**src/daily_extrema_convergence_check_top_assert.svh**
```systemverilog
// Assertion macros used by the daily extrema convergence check RTL
`ifndef DAILY_EXTREMA_CONVERGENCE_CHECK_TOP_ASSERT_SVH
`define DAILY_EXTREMA_CONVERGENCE_CHECK_TOP_ASSERT_SVH

// same-cycle implication
`define DCC_ASSERT_IMP(lbl, ante, cons, msg) \
    lbl: assert property (@(posedge i_clk) disable iff (!i_rst_n) (ante) |-> (cons)) \
        else $error(msg);

// next-cycle implication
`define DCC_ASSERT_NXT(lbl, ante, cons, msg) \
    lbl: assert property (@(posedge i_clk) disable iff (!i_rst_n) (ante) |=> (cons)) \
        else $error(msg);

`endif

```
**src/dcc_pkg.sv**
```systemverilog
// Types, register map and constants of the daily extrema convergence check
package dcc_pkg;

    localparam int MAX_CHANNELS_DEF = 256;
    localparam int PADDR_W          = 4;
    localparam int PDATA_W          = 32;

    localparam logic [1:0] REG_TOLERANCE     = 2'd0;
    localparam logic [1:0] REG_MAX_WARMUP    = 2'd1;
    localparam logic [1:0] REG_CHANNEL_COUNT = 2'd2;

    localparam logic [15:0] TOLERANCE_RST     = 16'd26;
    localparam logic [11:0] MAX_WARMUP_RST    = 12'd25;
    localparam logic [8:0]  CHANNEL_COUNT_RST = 9'd256;

    localparam logic [1:0] OUTCOME_LIMIT     = 2'd0;
    localparam logic [1:0] OUTCOME_CONTINUE  = 2'd1;
    localparam logic [1:0] OUTCOME_CONVERGED = 2'd2;

    localparam logic MODE_SAMPLE = 1'b0;
    localparam logic MODE_CHECK  = 1'b1;

    typedef struct packed {
        logic               mode;
        logic [7:0]         channel;
        logic signed [15:0] temperature;
        logic               begin_day;
        logic               warmup_active;
        logic [11:0]        day_number;
    } t_in_word;

    typedef struct packed {
        logic [1:0]  outcome;
        logic [11:0] restored_day;
    } t_out_word;

    typedef struct packed {
        logic [15:0] tolerance;
        logic [11:0] max_warmup_days;
        logic [8:0]  channel_count;
    } t_cfg;

    typedef struct packed {
        logic signed [15:0] day_max;
        logic signed [15:0] day_min;
        logic signed [15:0] prior_max;
        logic signed [15:0] prior_min;
    } t_entry;

    typedef enum logic [2:0] {
        ST_CLEAR,
        ST_IDLE,
        ST_SAMPLE,
        ST_SCAN,
        ST_DONE
    } t_state;

endpackage

```
**src/dcc_cfg.sv**
```systemverilog
// APB configuration registers of the daily extrema convergence check
module dcc_cfg (
    input  logic                         i_clk,
    input  logic                         i_rst_n,
    input  logic                         psel,
    input  logic                         penable,
    input  logic                         pwrite,
    input  logic [dcc_pkg::PADDR_W-1:0]  paddr,
    input  logic [dcc_pkg::PDATA_W-1:0]  pwdata,
    output logic [dcc_pkg::PDATA_W-1:0]  prdata,
    output dcc_pkg::t_cfg                o_cfg
);
    import dcc_pkg::*;

    t_cfg r_cfg;
    logic wr_acc;

    assign wr_acc = psel && penable && pwrite;

    always_ff @(posedge i_clk) begin
        if (!i_rst_n) begin
            r_cfg.tolerance       <= TOLERANCE_RST;
            r_cfg.max_warmup_days <= MAX_WARMUP_RST;
            r_cfg.channel_count   <= CHANNEL_COUNT_RST;
        end else if (wr_acc) begin
            unique case (paddr[3:2])
                REG_TOLERANCE:     r_cfg.tolerance       <= pwdata[15:0];
                REG_MAX_WARMUP:    r_cfg.max_warmup_days <= pwdata[11:0];
                REG_CHANNEL_COUNT: r_cfg.channel_count   <= pwdata[8:0];
                default: ;
            endcase
        end
    end

    always_comb begin
        unique case (paddr[3:2])
            REG_TOLERANCE:     prdata = {16'd0, r_cfg.tolerance};
            REG_MAX_WARMUP:    prdata = {20'd0, r_cfg.max_warmup_days};
            REG_CHANNEL_COUNT: prdata = {23'd0, r_cfg.channel_count};
            default:           prdata = '0;
        endcase
    end

    assign o_cfg = r_cfg;

endmodule

```
**config.mk**
```make
export PLATFORM = sky130hd
export DESIGN_NAME = dcc_cfg
export DESIGN_NICKNAME = d
export VERILOG_FILES = /design/src/daily_extrema_convergence_check_top_assert.svh /design/src/dcc_pkg.sv /design/src/dcc_cfg.sv
export SDC_FILE = /design/constraint.sdc
export NUM_CORES = 1
export LEC_CHECK = 0
export ABC_AREA = 1
export BUFFER_PORTS_ARGS = -buffer_cell sky130_fd_sc_hd__buf_2
export CAP_MARGIN = 20
export CORE_ASPECT_RATIO = 1.75
export CORE_MARGIN = 5
export CORE_UTILIZATION = 41
export CTS_BUF_LIST = sky130_fd_sc_hd__clkbuf_4
export CTS_CLUSTER_SIZE = 40
export DETAILED_ROUTE_END_ITERATION = 10
export PLACE_DENSITY = 0.78
export SLEW_MARGIN = 40
export SYNTH_ARGS = -nofsm -noshare
export SYNTH_HDL_FRONTEND = slang
export SYNTH_SLANG_ARGS = --single-unit
```
**constraint.sdc**
```tcl
create_clock -name i_clk -period 0.81 [get_ports i_clk]
set_input_delay 0.081 -clock i_clk [delete_from_list [all_inputs] [get_ports i_clk]]
set_output_delay 0.081 -clock i_clk [all_outputs]
set_load 0.03 [all_outputs]
```
-- Word level (Yosys, flattened, before mapping)
Cells that the tools add are included.
- equal/unequal tests: 2
- mux-type cells: 1
- reduce and logical (&&, ||, !) cells: 6
- operators with widths (operator ; count):
    16-bit one-hot mux with 3 select lines ; 1
    2-bit AND reduction ; 3
    2-bit by 1-bit == test with 1-bit output (second input constant) ; 1
    2-bit == test (second input constant) ; 1
    1-bit logical AND ; 2
    2-bit logical NOT ; 1
- register bits after elaboration: 37
- bits of input ports: 41
- output and inout port bits: 69
- logic and storage cells: 12

-- Logic depth before layout (Yosys ltp)
Gate-level depths: netlist (run 1).
- word-level depth: 3
- mapped depth: 6
- mapped depth without buffers: 5

-- Worst setup path after synthesis (run 1)
OpenSTA, ideal clock, no wires.
- path type: register to output
- start: reg r_cfg, in the netlist o_cfg[33]
- end: out prdata[12] in the netlist's numbering
- data arrival time: 0.994 ns
- data required time: 0.729 ns
- path slack: -0.265 ns
- cell stages (with the launch flop): 3
- buffers on the path: 0
- path through: dfxtp_1 -> inv_1 -> nor2_1
- word-level cells in the longest chain between the ends: 1
- ends and longest elaborated chain (item ; line ; source):
    from (decl) ; dcc_cfg.sv:15 ; t_cfg r_cfg;
    16-bit one-hot mux with 3 select lines ; dcc_cfg.sv:36 ; unique case (paddr[3:2])
    to (decl) ; dcc_cfg.sv:10 ; output logic [dcc_pkg::PDATA_W-1:0] prdata,
Every way passes these cells.

-- Final worst setup path (run 1)
- start: reg r_cfg, in the netlist o_cfg[32]
- end: out prdata[11] in the netlist's numbering
The elaborated chain is that of the path after synthesis.

==> flow_metrics.tcl, run 1 <==
set metrics [dict create \
    status "finished, violations left" \
    violations "negative setup slack" \
    cts_tree "yes" \
    skew_ns 0 \
    antenna_found_initial 0 \
    period_share_pct 140 \
    yosysUniqueCellTypes 18 \
    setup.worst_path.start_class "register" \
    drv_cap 0 \
    grt_setup_unrepaired "true" \
    clock_latency_ns 0.33 \
    cp.arrival_ns 1.05 \
    htreeDepth 2 \
    die_w_um 62.1 \
    synthCells 289 \
    worst_slack_ns -0.326 \
    via_per_inst 4.82 \
    hpwl_mm 4.06 \
    place.gp.congestion 0.766 \
    gr-total-overflow 0 \
    largest_register_ff_count 37 \
    ys_seq_area_share_pct 38.0 \
    path_max_fanout 2 \
    routed_wl_mm 6.41 \
    cts.sink_count 37 \
    synth_edf_count 0 \
    max_freq_mhz 880 \
    dp_slack_ns -0.223 \
    finalSetupViolations 53 \
    endpoint_kind "output pin" \
    wl_per_cell_um 14.1 \
    synth_top_area_share_pct 38.0 \
    layout_min_cycle_time_ns 1.14 \
    clockBufferDepth 2 \
    grt_first_pass_wirelength_mm 9.09 \
    yosys-top-cells-area "dfxtp_1 (38%), nand2_1 (14%), nor2_1 (12%)" \
    firstDrtPassIters 4 \
    fillCellCount 356 \
    design.portCount 110 \
    hold_class "in2reg" \
    io_buffers 75 \
    path_class "reg2out" \
    power_density_nw_per_um2 1140 \
    vias 2200 \
    area_growth_syn_to_layout_pct 71.5 \
    rows 33 \
    p_leak_nw 1.65 \
    avgSynthCellArea_um2 6.74 \
    yosys-top-cells-count "nand2_1 (74), nor2_1 (64), nand3_1 (45)" \
    cp_data_required_time_ns 0.73 \
    clk_pin_slew_worst_paths_ns 0.10 \
    yosys.area.top_type "dfxtp_1" \
    synth_most_common_cell "nand2_1" \
    cts_inserted_buffers 5 \
    setup-tns-final_ns -10.28 \
    start_util_pct 41.8 \
    yosys_warnings 0 \
    synthesis.area_um2 1950 \
    synth-seq-cells 37 \
    final-hold-violation-count 0 \
    grt_usage_pct 18.0 \
    grt_pass1_vias 2028 \
    cts_root_buf "clkbuf_4" \
    antenna_left 0 \
    drive_above_1_share_pct 55.0 \
    irDropWorstVdd_uv 901 \
    n_antenna_cell 0 \
    async_flop_share_pct 0 \
    slew_violations 0 \
    synthFlopType "dfxtp_1" \
    fin_nets 445 \
    power_mw 3.81 \
    holdWs_ns 0.0503 \
    drt-initial-drc-count 76 \
    coreArea_um2 4670 \
    die_area_um2 6280 \
    drcViolationCount 0 \
    final_util_pct 71.6 \
    grt_max_degree 38 \
    die_h_um 101 \
]
-- per-layer routing --
| metal | up-vias | track usage (%) | share of wire [%] |
|---|---|---|---|
| li1 | 1090 | - | - |
| met1 | 1016 | 17.4 | 36 |
| met2 | 87 | 34.7 | 57 |
| met3 | 7 | 4.33 | 5.7 |
| met4 | 0 | 8.68 | 1.3 |
| met5 | - | 0 | 0 |
-- logic make-up (layout without fill, tap and decap cells) --
logic type             Yosys count  count (layout)  synth area share [%]
DFF                             37              37                  38.0
AOI/OAI and AO/OA                4               4                  1.61
and+or+nand+nor                194             194                  43.7
buffers and inverters           53             153                  16.4
other                            1              16                 0.192
-- placed cells by master, fill, tap and decap left out, drive strengths merged --
master | Yosys | final
conb | 1 | 16
clkbuf | 0 | 6
nor2 | 71 | 71
nand2 | 76 | 76
a22o | 3 | 3
o21ai | 1 | 1
clkinv | 0 | 1
nand3 | 47 | 47
buf | 30 | 118
inv | 23 | 23
dfxtp | 37 | 37
dlygate4sd3 | 0 | 5
-- final timing paths --
check,end,from,slack [ns],cells after the start
hold / removal,o_cfg[36],pwdata[15],0.05,5
setup / recovery,prdata[11],o_cfg[32],-0.33,2
hold reg to reg,o_cfg[13],o_cfg[13],0.50,2
setup reg to reg,o_cfg[12],o_cfg[12],0.02,4
-- what timing repair did --
item | in CTS | in global routing
pin swaps | 24 | 7
setup buffers | 3 | 19
setup endpoints to repair | 53 | 53
gates resized for setup | 132 | 39
endpoints found under the hold margin | 7 | 0
hold buffers | 5 | 0
cloned | 0 | 0
-- final cells by class --
class	instances	area, um2	share of cell area, %
clock inverters	1	3.75	0.112
well taps	52	65.1	1.95
flip-flops and latches	37	802	24.0
clock buffers	6	45.0	1.35
repair buffers	123	1220	36.4
inverters	23	91.3	2.73
multi-input cells	214	1120	33.4
-- metrics by stage --
step           instance area, um2  cells
6_report                     3340    456
2_1_floorplan                2130    304
5_1_grt                      3340    456
3_3_place_gp                 2550    422
4_1_cts                      3060    437
3_5_place_dp                 2550    422
-- report_power, final --
group	internal (mW)	switching [mW]
sequential	1.85	0.0451
clock	0.349	0.580
combinational	0.396	0.595
-- worst max-delay path, stage by stage (launching register included) --
cell and delay, ns:
dfxtp_2 0.34, a22o_2 0.24, buf_6 0.14
No activity file was read; power rests on OpenSTA's default activity.
==> inputs of run 2 (changes only) <==
Settings changed: RECOVER_POWER set to 100.
==> flow_metrics.tcl, run 2 (synthesis gave the netlist of run 1 again) <==
set metrics [dict create \
    status "finished, violations left" \
    violations "negative setup slack" \
    clockBufferDepth 2 \
    setup.worst_path.start_class "register" \
    die_area_um2 6280 \
    cts_tree "yes" \
    layout_min_cycle_time_ns 1.14 \
    cp_data_required_time_ns 0.73 \
    path_class "reg2out" \
    skew_ns 0 \
    grt_first_pass_wirelength_mm 9.09 \
    endpoint_kind "output pin" \
    htreeDepth 2 \
    routed_wl_mm 6.44 \
    power_density_nw_per_um2 1150 \
    worst_slack_ns -0.335 \
    clock_latency_ns 0.34 \
    place.gp.congestion 0.766 \
    start_util_pct 41.8 \
    drv_cap 0 \
    clk_pin_slew_worst_paths_ns 0.10 \
    worstRegToRegCells 4 \
    holdPathEnd "o_cfg[36]" \
    final_common_cell "buf_6" \
    coreArea_um2 4670 \
    period_share_pct 141 \
    rr_startpoint "o_cfg[12]" \
    grt_max_degree 38 \
    p_leak_nw 1.63 \
    max_freq_mhz 873 \
    finalSetupViolations 53 \
    cp.arrival_ns 1.06 \
    fin_nets 445 \
    gr-total-overflow 0 \
    fillCellCount 364 \
    via_per_inst 4.82 \
    irDropWorstVdd_uv 902 \
    n_antenna_cell 0 \
    hpwl_mm 4.06 \
    r2r_end "o_cfg[12]" \
    largest_register_ff_count 37 \
    drcViolationCount 0 \
    grt_usage_pct 18.0 \
    final-seq-area_um2 798 \
    path_max_fanout 2 \
    grt_pass1_vias 2028 \
    setup-tns-final_ns -10.83 \
    area_growth_syn_to_layout_pct 69.5 \
    hold_class "in2reg" \
    die_w_um 62.1 \
    vias 2199 \
    die_h_um 101 \
    antenna_left 0 \
    worstHoldStart "pwdata[15]" \
    cts_root_buf "clkbuf_4" \
    cts_inserted_buffers 5 \
    final-hold-violation-count 0 \
    slew_violations 0 \
    hold_depth 5 \
    power_mw 3.81 \
    cts.sink_count 37 \
    grt_setup_unrepaired "true" \
    final_util_pct 70.8 \
    io_buffers 75 \
    drt-initial-drc-count 79 \
    final_cell_mix "buf_6 (75), nor2_1 (61), nand2_1 (49)" \
    firstDrtPassIters 6 \
    rows 33 \
    multiInputGateArea_um2 1100 \
    drive_above_1_share_pct 52.5 \
    design.portCount 110 \
    antenna_found_initial 0 \
    reg2reg_slack_ns 0.03 \
    wl_per_cell_um 14.1 \
]
## run 2: critical path: stages, from the launching register on
cell     delay (ns)
dfxtp_2        0.34
a22o_2         0.24
buf_6          0.14
## run 2: how the worst max path moves through the flow
stage,startpoint,end,slack [ns],depth (start not counted)
2_1_floorplan,paddr[2],prdata[10],0.006,3
3_3_place_gp,paddr[2],prdata[9],-0.18,5
3_5_place_dp,paddr[3],o_cfg[32],-0.22,6
4_1_cts,o_cfg[32],prdata[11],-0.33,2
5_1_grt,o_cfg[32],prdata[11],-0.36,2
6_report,o_cfg[32],prdata[11],-0.33,2
## run 2: area by class of cell
| type | count | share of cell area (%) |
|---|---|---|
| Timing Repair Buffer | 123 | 36.5 |
| Tap cell | 52 | 1.97 |
| Clock inverter | 1 | 0.114 |
| Multi-Input combinational cell | 214 | 33.2 |
| Sequential cell | 37 | 24.2 |
| Inverter | 23 | 2.69 |
| Clock buffer | 6 | 1.36 |
## run 2: per-layer routing
layer	up-vias	routed length [um]	global-route usage, %
met5	-	0	0
met4	0	108	8.68
met3	9	374	4.33
met2	88	3630	34.7
met1	1013	2320	17.4
li1	1089	-	-
## run 2: stage by stage
stage / setup slack (ns) / hold slack [ns] / std cells / cell area, um2
2_1_floorplan: 0.00584 / 0.207 / 304 / 2130
3_3_place_gp: -0.184 / 0.318 / 422 / 2550
3_5_place_dp: -0.223 / 0.321 / 422 / 2550
4_1_cts: -0.327 / 0.0463 / 437 / 3060
5_1_grt: -0.357 / 0.0681 / 456 / 3300
6_report: -0.335 / 0.0453 / 456 / 3300
## run 2: what timing repair did
| item | CTS | global route |
|---|---|---|
| setup buffers | 3 | 19 |
| setup endpoints to repair | 53 | 53 |
| hold buffers | 5 | 0 |
| pin swaps | 24 | 7 |
| gates resized for setup | 132 | 39 |
| hold endpoints to repair | 7 | 0 |
## run 2: power breakdown
| group | switching (mW) | leakage, nW | internal, mW |
|---|---|---|---|
| logic | 0.589 | 1.29 | 0.388 |
| clock network | 0.592 | 0.0292 | 0.349 |
| registers | 0.0452 | 0.312 | 1.85 |
