==> src/daily_extrema_convergence_check_top_assert.svh <==
// Assertion macros used by the daily extrema convergence check RTL
`ifndef DAILY_EXTREMA_CONVERGENCE_CHECK_TOP_ASSERT_SVH
`define DAILY_EXTREMA_CONVERGENCE_CHECK_TOP_ASSERT_SVH

// same-cycle implication
`define DCC_ASSERT_IMP(lbl, ante, cons, msg) \
    lbl: assert property (@(posedge i_clk) disable iff (!i_rst_n) (ante) |-> (cons)) \
        else $error(msg);

// next-cycle implication
`define DCC_ASSERT_NXT(lbl, ante, cons, msg) \
    lbl: assert property (@(posedge i_clk) disable iff (!i_rst_n) (ante) |=> (cons)) \
        else $error(msg);

`endif

==> src/dcc_pkg.sv <==
// Types, register map and constants of the daily extrema convergence check
package dcc_pkg;

    localparam int MAX_CHANNELS_DEF = 256;
    localparam int PADDR_W          = 4;
    localparam int PDATA_W          = 32;

    localparam logic [1:0] REG_TOLERANCE     = 2'd0;
    localparam logic [1:0] REG_MAX_WARMUP    = 2'd1;
    localparam logic [1:0] REG_CHANNEL_COUNT = 2'd2;

    localparam logic [15:0] TOLERANCE_RST     = 16'd26;
    localparam logic [11:0] MAX_WARMUP_RST    = 12'd25;
    localparam logic [8:0]  CHANNEL_COUNT_RST = 9'd256;

    localparam logic [1:0] OUTCOME_LIMIT     = 2'd0;
    localparam logic [1:0] OUTCOME_CONTINUE  = 2'd1;
    localparam logic [1:0] OUTCOME_CONVERGED = 2'd2;

    localparam logic MODE_SAMPLE = 1'b0;
    localparam logic MODE_CHECK  = 1'b1;

    typedef struct packed {
        logic               mode;
        logic [7:0]         channel;
        logic signed [15:0] temperature;
        logic               begin_day;
        logic               warmup_active;
        logic [11:0]        day_number;
    } t_in_word;

    typedef struct packed {
        logic [1:0]  outcome;
        logic [11:0] restored_day;
    } t_out_word;

    typedef struct packed {
        logic [15:0] tolerance;
        logic [11:0] max_warmup_days;
        logic [8:0]  channel_count;
    } t_cfg;

    typedef struct packed {
        logic signed [15:0] day_max;
        logic signed [15:0] day_min;
        logic signed [15:0] prior_max;
        logic signed [15:0] prior_min;
    } t_entry;

    typedef enum logic [2:0] {
        ST_CLEAR,
        ST_IDLE,
        ST_SAMPLE,
        ST_SCAN,
        ST_DONE
    } t_state;

endpackage

==> src/dcc_cmp.sv <==
// Tolerance test of one extremum against the previous day's value
module dcc_cmp (
    input  logic signed [15:0] i_now,
    input  logic signed [15:0] i_prior,
    input  logic [15:0]        i_tol,
    output logic               o_ok
);
    logic signed [17:0] diff;
    logic signed [17:0] tol;

    assign diff = 18'(i_now) - 18'(i_prior);
    assign tol  = $signed({2'b00, i_tol});
    assign o_ok = (diff <= tol) && (diff >= -tol);

endmodule

==> src/dcc_ctrl.sv <==
// Sequencer: clear pass, sample read-modify-write, channel scan, result register
`include "daily_extrema_convergence_check_top_assert.svh"
module dcc_ctrl #(
    parameter int MAX_CHANNELS = dcc_pkg::MAX_CHANNELS_DEF,
    parameter int AW           = 8,
    parameter int CW           = 9
) (
    input  logic                i_clk,
    input  logic                i_rst_n,
    input  dcc_pkg::t_cfg       i_cfg,
    input  logic                i_in_valid,
    output logic                o_in_ready,
    input  dcc_pkg::t_in_word   i_in_word,
    output logic                o_out_valid,
    input  logic                i_out_ready,
    output dcc_pkg::t_out_word  o_out_word,
    output logic [AW-1:0]       o_rd_addr,
    input  dcc_pkg::t_entry     i_rd_data,
    output logic                o_wr_en,
    output logic [AW-1:0]       o_wr_addr,
    output dcc_pkg::t_entry     o_wr_data
);
    import dcc_pkg::*;

    t_state    r_state, n_state;
    logic [CW-1:0] r_idx, n_idx;
    logic [CW-1:0] r_n, n_n;
    logic      r_pend, n_pend;
    logic      r_fail, n_fail;
    logic [11:0] r_last_day, n_last_day;
    logic      r_smp_ok, n_smp_ok;
    logic [AW-1:0] r_smp_addr, n_smp_addr;
    logic signed [15:0] r_smp_temp, n_smp_temp;
    logic      r_smp_begin, n_smp_begin;
    t_out_word r_res, n_res;
    logic      r_out_vld, n_out_vld;
    t_out_word r_out, n_out;

    logic [12:0] ch13;
    logic [12:0] cnt13;
    logic [12:0] n13;
    logic      in_acc;
    logic      issue;
    logic      ok_max, ok_min;
    t_entry    upd;

    assign ch13   = 13'(i_in_word.channel);
    assign cnt13  = 13'(i_cfg.channel_count);
    assign n13    = (cnt13 > 13'(MAX_CHANNELS)) ? 13'(MAX_CHANNELS) : cnt13;
    assign in_acc = i_in_valid && o_in_ready;
    assign issue  = (r_idx < r_n);

    dcc_cmp u_cmp_max (
        .i_now   (i_rd_data.day_max),
        .i_prior (i_rd_data.prior_max),
        .i_tol   (i_cfg.tolerance),
        .o_ok    (ok_max)
    );

    dcc_cmp u_cmp_min (
        .i_now   (i_rd_data.day_min),
        .i_prior (i_rd_data.prior_min),
        .i_tol   (i_cfg.tolerance),
        .o_ok    (ok_min)
    );

    always_comb begin
        upd = i_rd_data;
        if (r_smp_begin) begin
            upd.prior_max = i_rd_data.day_max;
            upd.prior_min = i_rd_data.day_min;
            upd.day_max   = r_smp_temp;
            upd.day_min   = r_smp_temp;
        end else begin
            if (r_smp_temp > i_rd_data.day_max) begin
                upd.day_max = r_smp_temp;
            end
            if (r_smp_temp < i_rd_data.day_min) begin
                upd.day_min = r_smp_temp;
            end
        end
    end

    always_ff @(posedge i_clk) begin
        if (!i_rst_n) begin
            r_state    <= ST_CLEAR;
            r_idx      <= '0;
            r_pend     <= 1'b0;
            r_last_day <= '0;
            r_out_vld  <= 1'b0;
        end else begin
            r_state    <= n_state;
            r_idx      <= n_idx;
            r_pend     <= n_pend;
            r_last_day <= n_last_day;
            r_out_vld  <= n_out_vld;
        end
    end

    always_ff @(posedge i_clk) begin
        r_n         <= n_n;
        r_fail      <= n_fail;
        r_smp_ok    <= n_smp_ok;
        r_smp_addr  <= n_smp_addr;
        r_smp_temp  <= n_smp_temp;
        r_smp_begin <= n_smp_begin;
        r_res       <= n_res;
        r_out       <= n_out;
    end

    always_comb begin
        n_state     = r_state;
        n_idx       = r_idx;
        n_n         = r_n;
        n_pend      = 1'b0;
        n_fail      = r_fail;
        n_last_day  = r_last_day;
        n_smp_ok    = r_smp_ok;
        n_smp_addr  = r_smp_addr;
        n_smp_temp  = r_smp_temp;
        n_smp_begin = r_smp_begin;
        n_res       = r_res;
        n_out_vld   = r_out_vld && !i_out_ready;
        n_out       = r_out;
        o_in_ready  = 1'b0;
        o_rd_addr   = ch13[AW-1:0];
        o_wr_en     = 1'b0;
        o_wr_addr   = r_smp_addr;
        o_wr_data   = upd;

        unique case (r_state)
            ST_CLEAR: begin
                o_wr_en   = 1'b1;
                o_wr_addr = r_idx[AW-1:0];
                o_wr_data = '0;
                if (r_idx == CW'(MAX_CHANNELS - 1)) begin
                    n_idx   = '0;
                    n_state = ST_IDLE;
                end else begin
                    n_idx = r_idx + CW'(1);
                end
            end
            ST_IDLE: begin
                o_in_ready = 1'b1;
                if (in_acc) begin
                    if (i_in_word.mode == MODE_SAMPLE) begin
                        n_smp_ok    = i_in_word.warmup_active && (ch13 < n13);
                        n_smp_addr  = ch13[AW-1:0];
                        n_smp_temp  = i_in_word.temperature;
                        n_smp_begin = i_in_word.begin_day;
                        if (i_in_word.warmup_active) begin
                            n_last_day = i_in_word.day_number;
                        end
                        n_state = ST_SAMPLE;
                    end else if (r_last_day >= i_cfg.max_warmup_days) begin
                        n_res.outcome      = OUTCOME_LIMIT;
                        n_res.restored_day = '0;
                        n_state            = ST_DONE;
                    end else begin
                        n_idx   = '0;
                        n_n     = n13[CW-1:0];
                        n_fail  = 1'b0;
                        n_state = ST_SCAN;
                    end
                end
            end
            ST_SAMPLE: begin
                o_wr_en = r_smp_ok;
                n_state = ST_IDLE;
            end
            ST_SCAN: begin
                o_rd_addr = r_idx[AW-1:0];
                if (issue) begin
                    n_idx  = r_idx + CW'(1);
                    n_pend = 1'b1;
                end
                if (r_pend) begin
                    n_fail = r_fail || !ok_max || !ok_min;
                end
                if (!issue && !r_pend) begin
                    if (r_fail) begin
                        n_res.outcome      = OUTCOME_CONTINUE;
                        n_res.restored_day = r_last_day;
                    end else begin
                        n_res.outcome      = OUTCOME_CONVERGED;
                        n_res.restored_day = '0;
                    end
                    n_state = ST_DONE;
                end
            end
            ST_DONE: begin
                if (!r_out_vld || i_out_ready) begin
                    n_out_vld = 1'b1;
                    n_out     = r_res;
                    n_state   = ST_IDLE;
                end
            end
            default: begin
                n_state = ST_IDLE;
            end
        endcase
    end

    assign o_out_valid = r_out_vld;
    assign o_out_word  = r_out;

    `DCC_ASSERT_NXT(a_sample_to_rmw, in_acc && (i_in_word.mode == MODE_SAMPLE), r_state == ST_SAMPLE, "sample word did not enter read-modify-write")
    `DCC_ASSERT_IMP(a_scan_no_write, r_state == ST_SCAN, !o_wr_en, "store written during channel scan")
    `DCC_ASSERT_IMP(a_scan_idx_bound, r_state == ST_SCAN, r_idx <= r_n, "scan index ran past channel count")
    `DCC_ASSERT_IMP(a_restored_zero, r_out_vld && (r_out.outcome != OUTCOME_CONTINUE), r_out.restored_day == 12'd0, "restored day set outside continue outcome")

endmodule

==> config.mk <==
export PLATFORM = sky130hd
export DESIGN_NAME = dcc_ctrl
export DESIGN_NICKNAME = d
export VERILOG_FILES = /design/src/dcc_pkg.sv /design/src/dcc_cmp.sv /design/src/dcc_ctrl.sv
export VERILOG_INCLUDE_DIRS = /design/src /design/src/src
export SDC_FILE = /design/constraint.sdc
export NUM_CORES = 1
export LEC_CHECK = 0
export ABC_CLOCK_PERIOD_IN_PS = 6100
export BUFFER_PORTS_ARGS = -buffer_cell sky130_fd_sc_hd__buf_2
export CAP_MARGIN = 15
export CELL_PAD_IN_SITES_DETAIL_PLACEMENT = 2
export CELL_PAD_IN_SITES_GLOBAL_PLACEMENT = 2
export CORE_MARGIN = 2
export CORE_UTILIZATION = 32
export CTS_CLUSTER_SIZE = 8
export DETAILED_ROUTE_END_ITERATION = 7
export MAX_ROUTING_LAYER = met4
export PLACE_DENSITY_LB_ADDON = 0.05
export SLEW_MARGIN = 20
export SYNTH_ARGS = -nofsm -noshare
export SYNTH_HDL_FRONTEND = slang
export SYNTH_SLANG_ARGS = --single-unit
==> constraint.sdc <==
create_clock -name i_clk -period 6.1 [get_ports i_clk]
set_clock_uncertainty 0.05 [all_clocks]
set_input_delay 1.22 -clock i_clk [delete_from_list [all_inputs] [get_ports i_clk]]
set_output_delay 1.22 -clock i_clk [all_outputs]
set_load 0.02 [all_outputs]
-- Word level (Yosys, flattened, before mapping)
Index checks and enable logic that the tools add are counted.
Widths: inputs -> output; s select.
- bits in registers: 90
- logic and storage cells: 109
- output and inout port bits: 97
- input port bits: 144
- equal/unequal tests: 14
- $add $sub $neg: 4
- reduce and logical (&&, ||, !) cells: 27
- bitwise gates (word level): 2
- magnitude comparators: 10
- mux-type cells: 37
- operator list (operator ; number):
    $mux 14 ; 5
    $mux 32 ; 2
    $mux 64 ; 1
    $mux 9 ; 6
    $ge 18x18->1 ; 2
    $le 18x17->1 ; 2
    $sub 16x16->17 ; 2
    $mux 16 ; 2
    $pmux 14 s2 ; 1
    $pmux 9 s3 ; 1
    $mux 3 ; 6
    $ne 2x2->1 const B ; 9
    $neg 16->18 ; 1
    $gt 16x16->1 ; 1
    $lt 16x16->1 ; 1
    $mux 8 ; 2
    $reduce_and 5->1 ; 3
    $ge 12x12->1 ; 1
    $pmux 3 s4 ; 1
    $reduce_and 4->1 ; 3
    $add 9x1->9 const B ; 1
    $eq 9x8->1 const B ; 1
    $gt 9x9->1 const B ; 1
    $lt 8x9->1 ; 1
    15 further kinds ; 38

-- Longest topological paths before layout
- depth after elaboration: 8
- mapped depth: 19
- mapped depth without buffers: 19

-- Modules after synthesis
Synthesis repeated with hierarchy kept, for this count alone.
- cell total of the unflattened synthesis: 1157
- area, all modules: 9766.9 um2
- modules (own cells, without submodules) (module ; seq. area each (um2) ; area an instance (um2) ; times used ; cells an instance):
    dcc_ctrl ; 2442.3 ; 6085.8 ; 1 ; 660
    dcc_cmp at u_cmp_max ; 0.0 ; 1875.5 ; 1 ; 256
    dcc_cmp at u_cmp_min ; 0.0 ; 1805.5 ; 1 ; 241

-- Worst setup path after synthesis
No wires, ideal clock.
- kind: input-to-output
- start: input i_rd_data[63] in the netlist's numbering
- end: output o_wr_data[53] in the netlist's numbering
- path buffers: 2
- setup slack: 1.439 ns
- arrival time: 3.391 ns
- stages: 10
- data required time: 4.830 ns
- path through: inv_1 > ha_1 > or4b_1 > a2111oi_0 > o21ai_1 > o21a_1 > buf_2 > buf_2 > mux2i_1 > nor2_1
- RTL lines (element ; line ; text):
    from (decl) ; dcc_ctrl.sv:18 ; input dcc_pkg::t_entry i_rd_data,
    to (decl) ; dcc_ctrl.sv:21 ; output dcc_pkg::t_entry o_wr_data

-- Final worst setup path
- start: input i_rd_data[32] in the netlist's numbering
- end: register r_fail (data pin)
- cells in the longest elaborated chain, start to end: 7
- elaborated cells on any way between the ends: 8
- those cells by class: add/sub (1); order compare (2); mux (2); reduce/logical (3)
- ends and longest elaborated chain (element ; line ; text):
    $sub 16x16->17 (*) ; dcc_cmp.sv:11 ; assign diff = 18'(i_now) - 18'(i_prior);
    $le 18x17->1 or $ge 18x18->1 (tied branches) ; dcc_cmp.sv:13 ; assign o_ok = (diff <= tol) && (diff >= -tol);
    $logic_and 1x1->1 (*) ; dcc_cmp.sv:13 ;
    $logic_not 1->1 (*) ; dcc_ctrl.sv:178 ; n_fail = r_fail || !ok_max || !ok_min;
    $logic_or 1x1->1 (*) ; dcc_ctrl.sv:178 ;
    $mux 1 (*) ; dcc_ctrl.sv:177 ; if (r_pend) begin
    $pmux 1 s2 (*) ; dcc_ctrl.sv:131 ; unique case (r_state)
    to (signal assigned) ; dcc_ctrl.sv:102 ; r_fail <= n_fail;
    to (decl) ; dcc_ctrl.sv:29 ; logic r_fail, n_fail;
Every way passes the cells marked *; elsewhere a longest branch is shown, timed or not. The select of a mux whose other input is x is not followed.
A chain may end at the register's enable or synchronous reset.

==> metrics <==
sequential area share after synthesis 26.6%; maximum vdd drop 0.114 mV; Nets 1576; DR pass1 iterations 4; Min-Delay Startpoint r_res[5]$_SDFFCE_PN0P_; Core ar. 0.0285 sq mm; WL per Instance 19.9 microns; Fin. Hold Viols 0; via/cell ratio 5.13; vias in the first global route 9206; gr ovfl total 0; met1 global-route usage 25.4%; unrepaired setup endpoints after global routing no; Core Rows 62; Final period util 83.3%; post-CTS sizing 0; total power 1.87 mW; slowest stage delay, CP 0.59 ns; family with the most delay on the worst path compound AO/OA/AOI/OAI gates; I/O pin count 241; post-route ant nets 0; DP Wirelength 28100 microns; worst hold slack 0.376 ns; WL final 33200 microns; Cell Pwr Density 168 mW/mm^2; Critical Path Start i_rd_data[32]; Clock Latency Late Sink 0.36 ns; reg2reg start r_state[1]$_SDFFE_PN0P_; Critical Path Sink Type flip-flop; Crit Path Category in2reg; PortBufs 240; Most Used Layer, Global Route met2; max-slew headroom at the worst pin 47.8%; fin crit period 5.08 ns; status completed; unique cell type count in the Yosys netlist 65; Setup Buffers After CTS 0; htree depth 3; largest net degree at the start of global routing 36; buffers and inverters on the worst path 2; Ys Warns 0; Synth Net Count 1342; Critical Path Start Type input port; MaxCap Viol Count 0; # setup viols final 0; EDFF count, synth 64; CTS tree built; Clock Tree Root clkbuf_16; Die X 173 microns; leakage power 5.82 nW; Reg2Reg Setup Slack 3.07 ns; CP Data Arrival Time 5.12 ns; Worst-Margin Slew 0.781 ns; setup ws final 1.02 ns; TNS Setup 0 ns; CTS Hold Bufs 0; GRT Resource Usage Total 22.7%; Die Height 173 microns; largest cells by area after synthesis ha_1, edfxtp_1, mux2i_1; First DRT Iteration DRCs 266; cell count after synthesis 1037; antenna violations before repair 5; Yosys top cell area share 21.7%; starting density of the core 32.3%; M2 GR Usage 42.1%; Synth top cells by count ha_1, inv_1, nor2_1; end-of-flow core utilization 39.2%; Clock transition at path regs 0.07 ns; # DRC 0; most frequent cell after synthesis ha_1; hold crit path type reg2reg; # clock sinks 90; first-pass GRT wire length 52000 microns; CTS Buf Count 9; synthesized area per cell 8.86 sq um; GP Congestion 0.875; CP Max Fanout 4; Longest Clk Path Bufs 2; layout cells sized above 1 23.0%; Fill cells 3350; GR Util met3 3.97%; area delta synth->final 21.4%; Critical Path RT 6.13 ns; Synth area leader ha_1; #FFs+latches synth 90; DIE AREA 0.0301 sq mm; routed via count 8535; critical path's slowest cell o41ai_1; top_reg_cell synth edfxtp_1; CP cell instances buf_2 > inv_1 > ha_1 > fa_1 > nor2b_1 > o31ai_1 > a21oi_1 > a41o_1 > o41ai_1 > nor3_1 > o22ai_1 > ha_1 > nand4_1 > nor3_1 > nor4_1 > nor2_1 > o31ai_1 > o211ai_1; max-slew violations 0; asr flop ratio synth 0%; synthesized area 0.00919 sq mm; dpl ws 0.664 ns; fmax 197 MHz
logic make-up (layout without fill, tap and decap cells):
logic type                 Yosys count  in the layout  share of synthesized area (%)
xor gates and xnor gates            38             38                           3.62
AOI/OAI and AO/OA                  200            200                           14.2
other                                0              5                              0
muxes                               93             93                           10.4
and+or+nand+nor                    303            303                           16.9
DFF                                 90             90                           26.6
adders and majority gates          161            161                           22.1
buffers and inverters              152            391                           6.27
final timing paths:
path / cells past startpoint / endpoint
min: 0 / o_out_word[5]$_DFFE_PP_
max reg2reg: 6 / r_idx[7]$_SDFFE_PN0P_
max: 18 / r_fail$_SDFFCE_PN0P_
min reg2reg: 0 / o_out_word[5]$_DFFE_PP_
cell usage in the layout, fill, tap and decap left out, types with 3 or more instances in the layout:
master and count:
nor3_1 13, xor2_1 7, nor4_1 6, dfxtp_1 26, o22ai_1 3, a21oi_1 60, nand3_1 21, or2_2 3
o31ai_1 5, a21o_1 29, and2_1 3, o31a_1 3, buf_4 7, mux2i_1 77, edfxtp_1 64, o21ai_1 7
nor2b_1 33, nand2_1 38, inv_8 3, a211oi_1 8, inv_1 128, xnor2_1 31, a31oi_1 8, o21ai_0 24
nand3b_1 5, ha_1 159, nor2_1 106, and3_1 21, diode_2 5, clkbuf_16 9, o21a_1 13, buf_2 240
o21bai_1 4, mux2_2 16, nand2b_1 18, nand4_1 14, o2111ai_1 3, o211ai_1 12
report_power, final:
group          switching, mW  internal, mW  total (mW)  leakage [nW]
logic                  0.361         0.265       0.626          4.83
clock network          0.296         0.295       0.591         0.150
registers            0.00411         0.651       0.655         0.843
total                  0.661          1.21        1.87          5.82
per-stage QoR:
step,cells,cell area (sq um)
floorplan,1037,9190
global placement,1644,10800
detailed placement,1644,10800
CTS,1660,11100
global route,1665,11200
finish,1665,11200
flip-flops by register name (all words and copies together) (netlist names):
name	count
r_smp_temp	16
o_out_word	14
r_res	14
r_last_day	12
r_idx	9
r_n	9
r_smp_addr	8
r_state	3
o_out_valid	1
r_fail	1
r_pend	1
r_smp_begin	1
r_smp_ok	1
metal layers:
metal	routed length [microns]	up-vias
met5	0	-
met4	629	0
met3	1330	28
met2	17500	180
met1	13800	4146
li1	-	4181
cell type report:
class                   instances  area [sq um]  share of cell area, %
multi-input cells             795          6180                   55.4
flip-flops and latches         90          2440                   21.9
repair buffers                247          1250                   11.2
inverters                     128           480                   4.31
well taps                     384           480                   4.31
clock buffers                   9           225                   2.02
clock inverters                 7          76.3                  0.684
diodes                          5          12.5                  0.112
worst reg2reg max path, stage by stage, from the launching register on:
cell	delay, ns
dfxtp_1	0.46
nor3_4	0.65
buf_4	0.47
buf_4	0.48
nor2_4	0.17
or4_1	0.51
a21oi_1	0.16
Note: power is estimated with default switching activity, not from simulation.
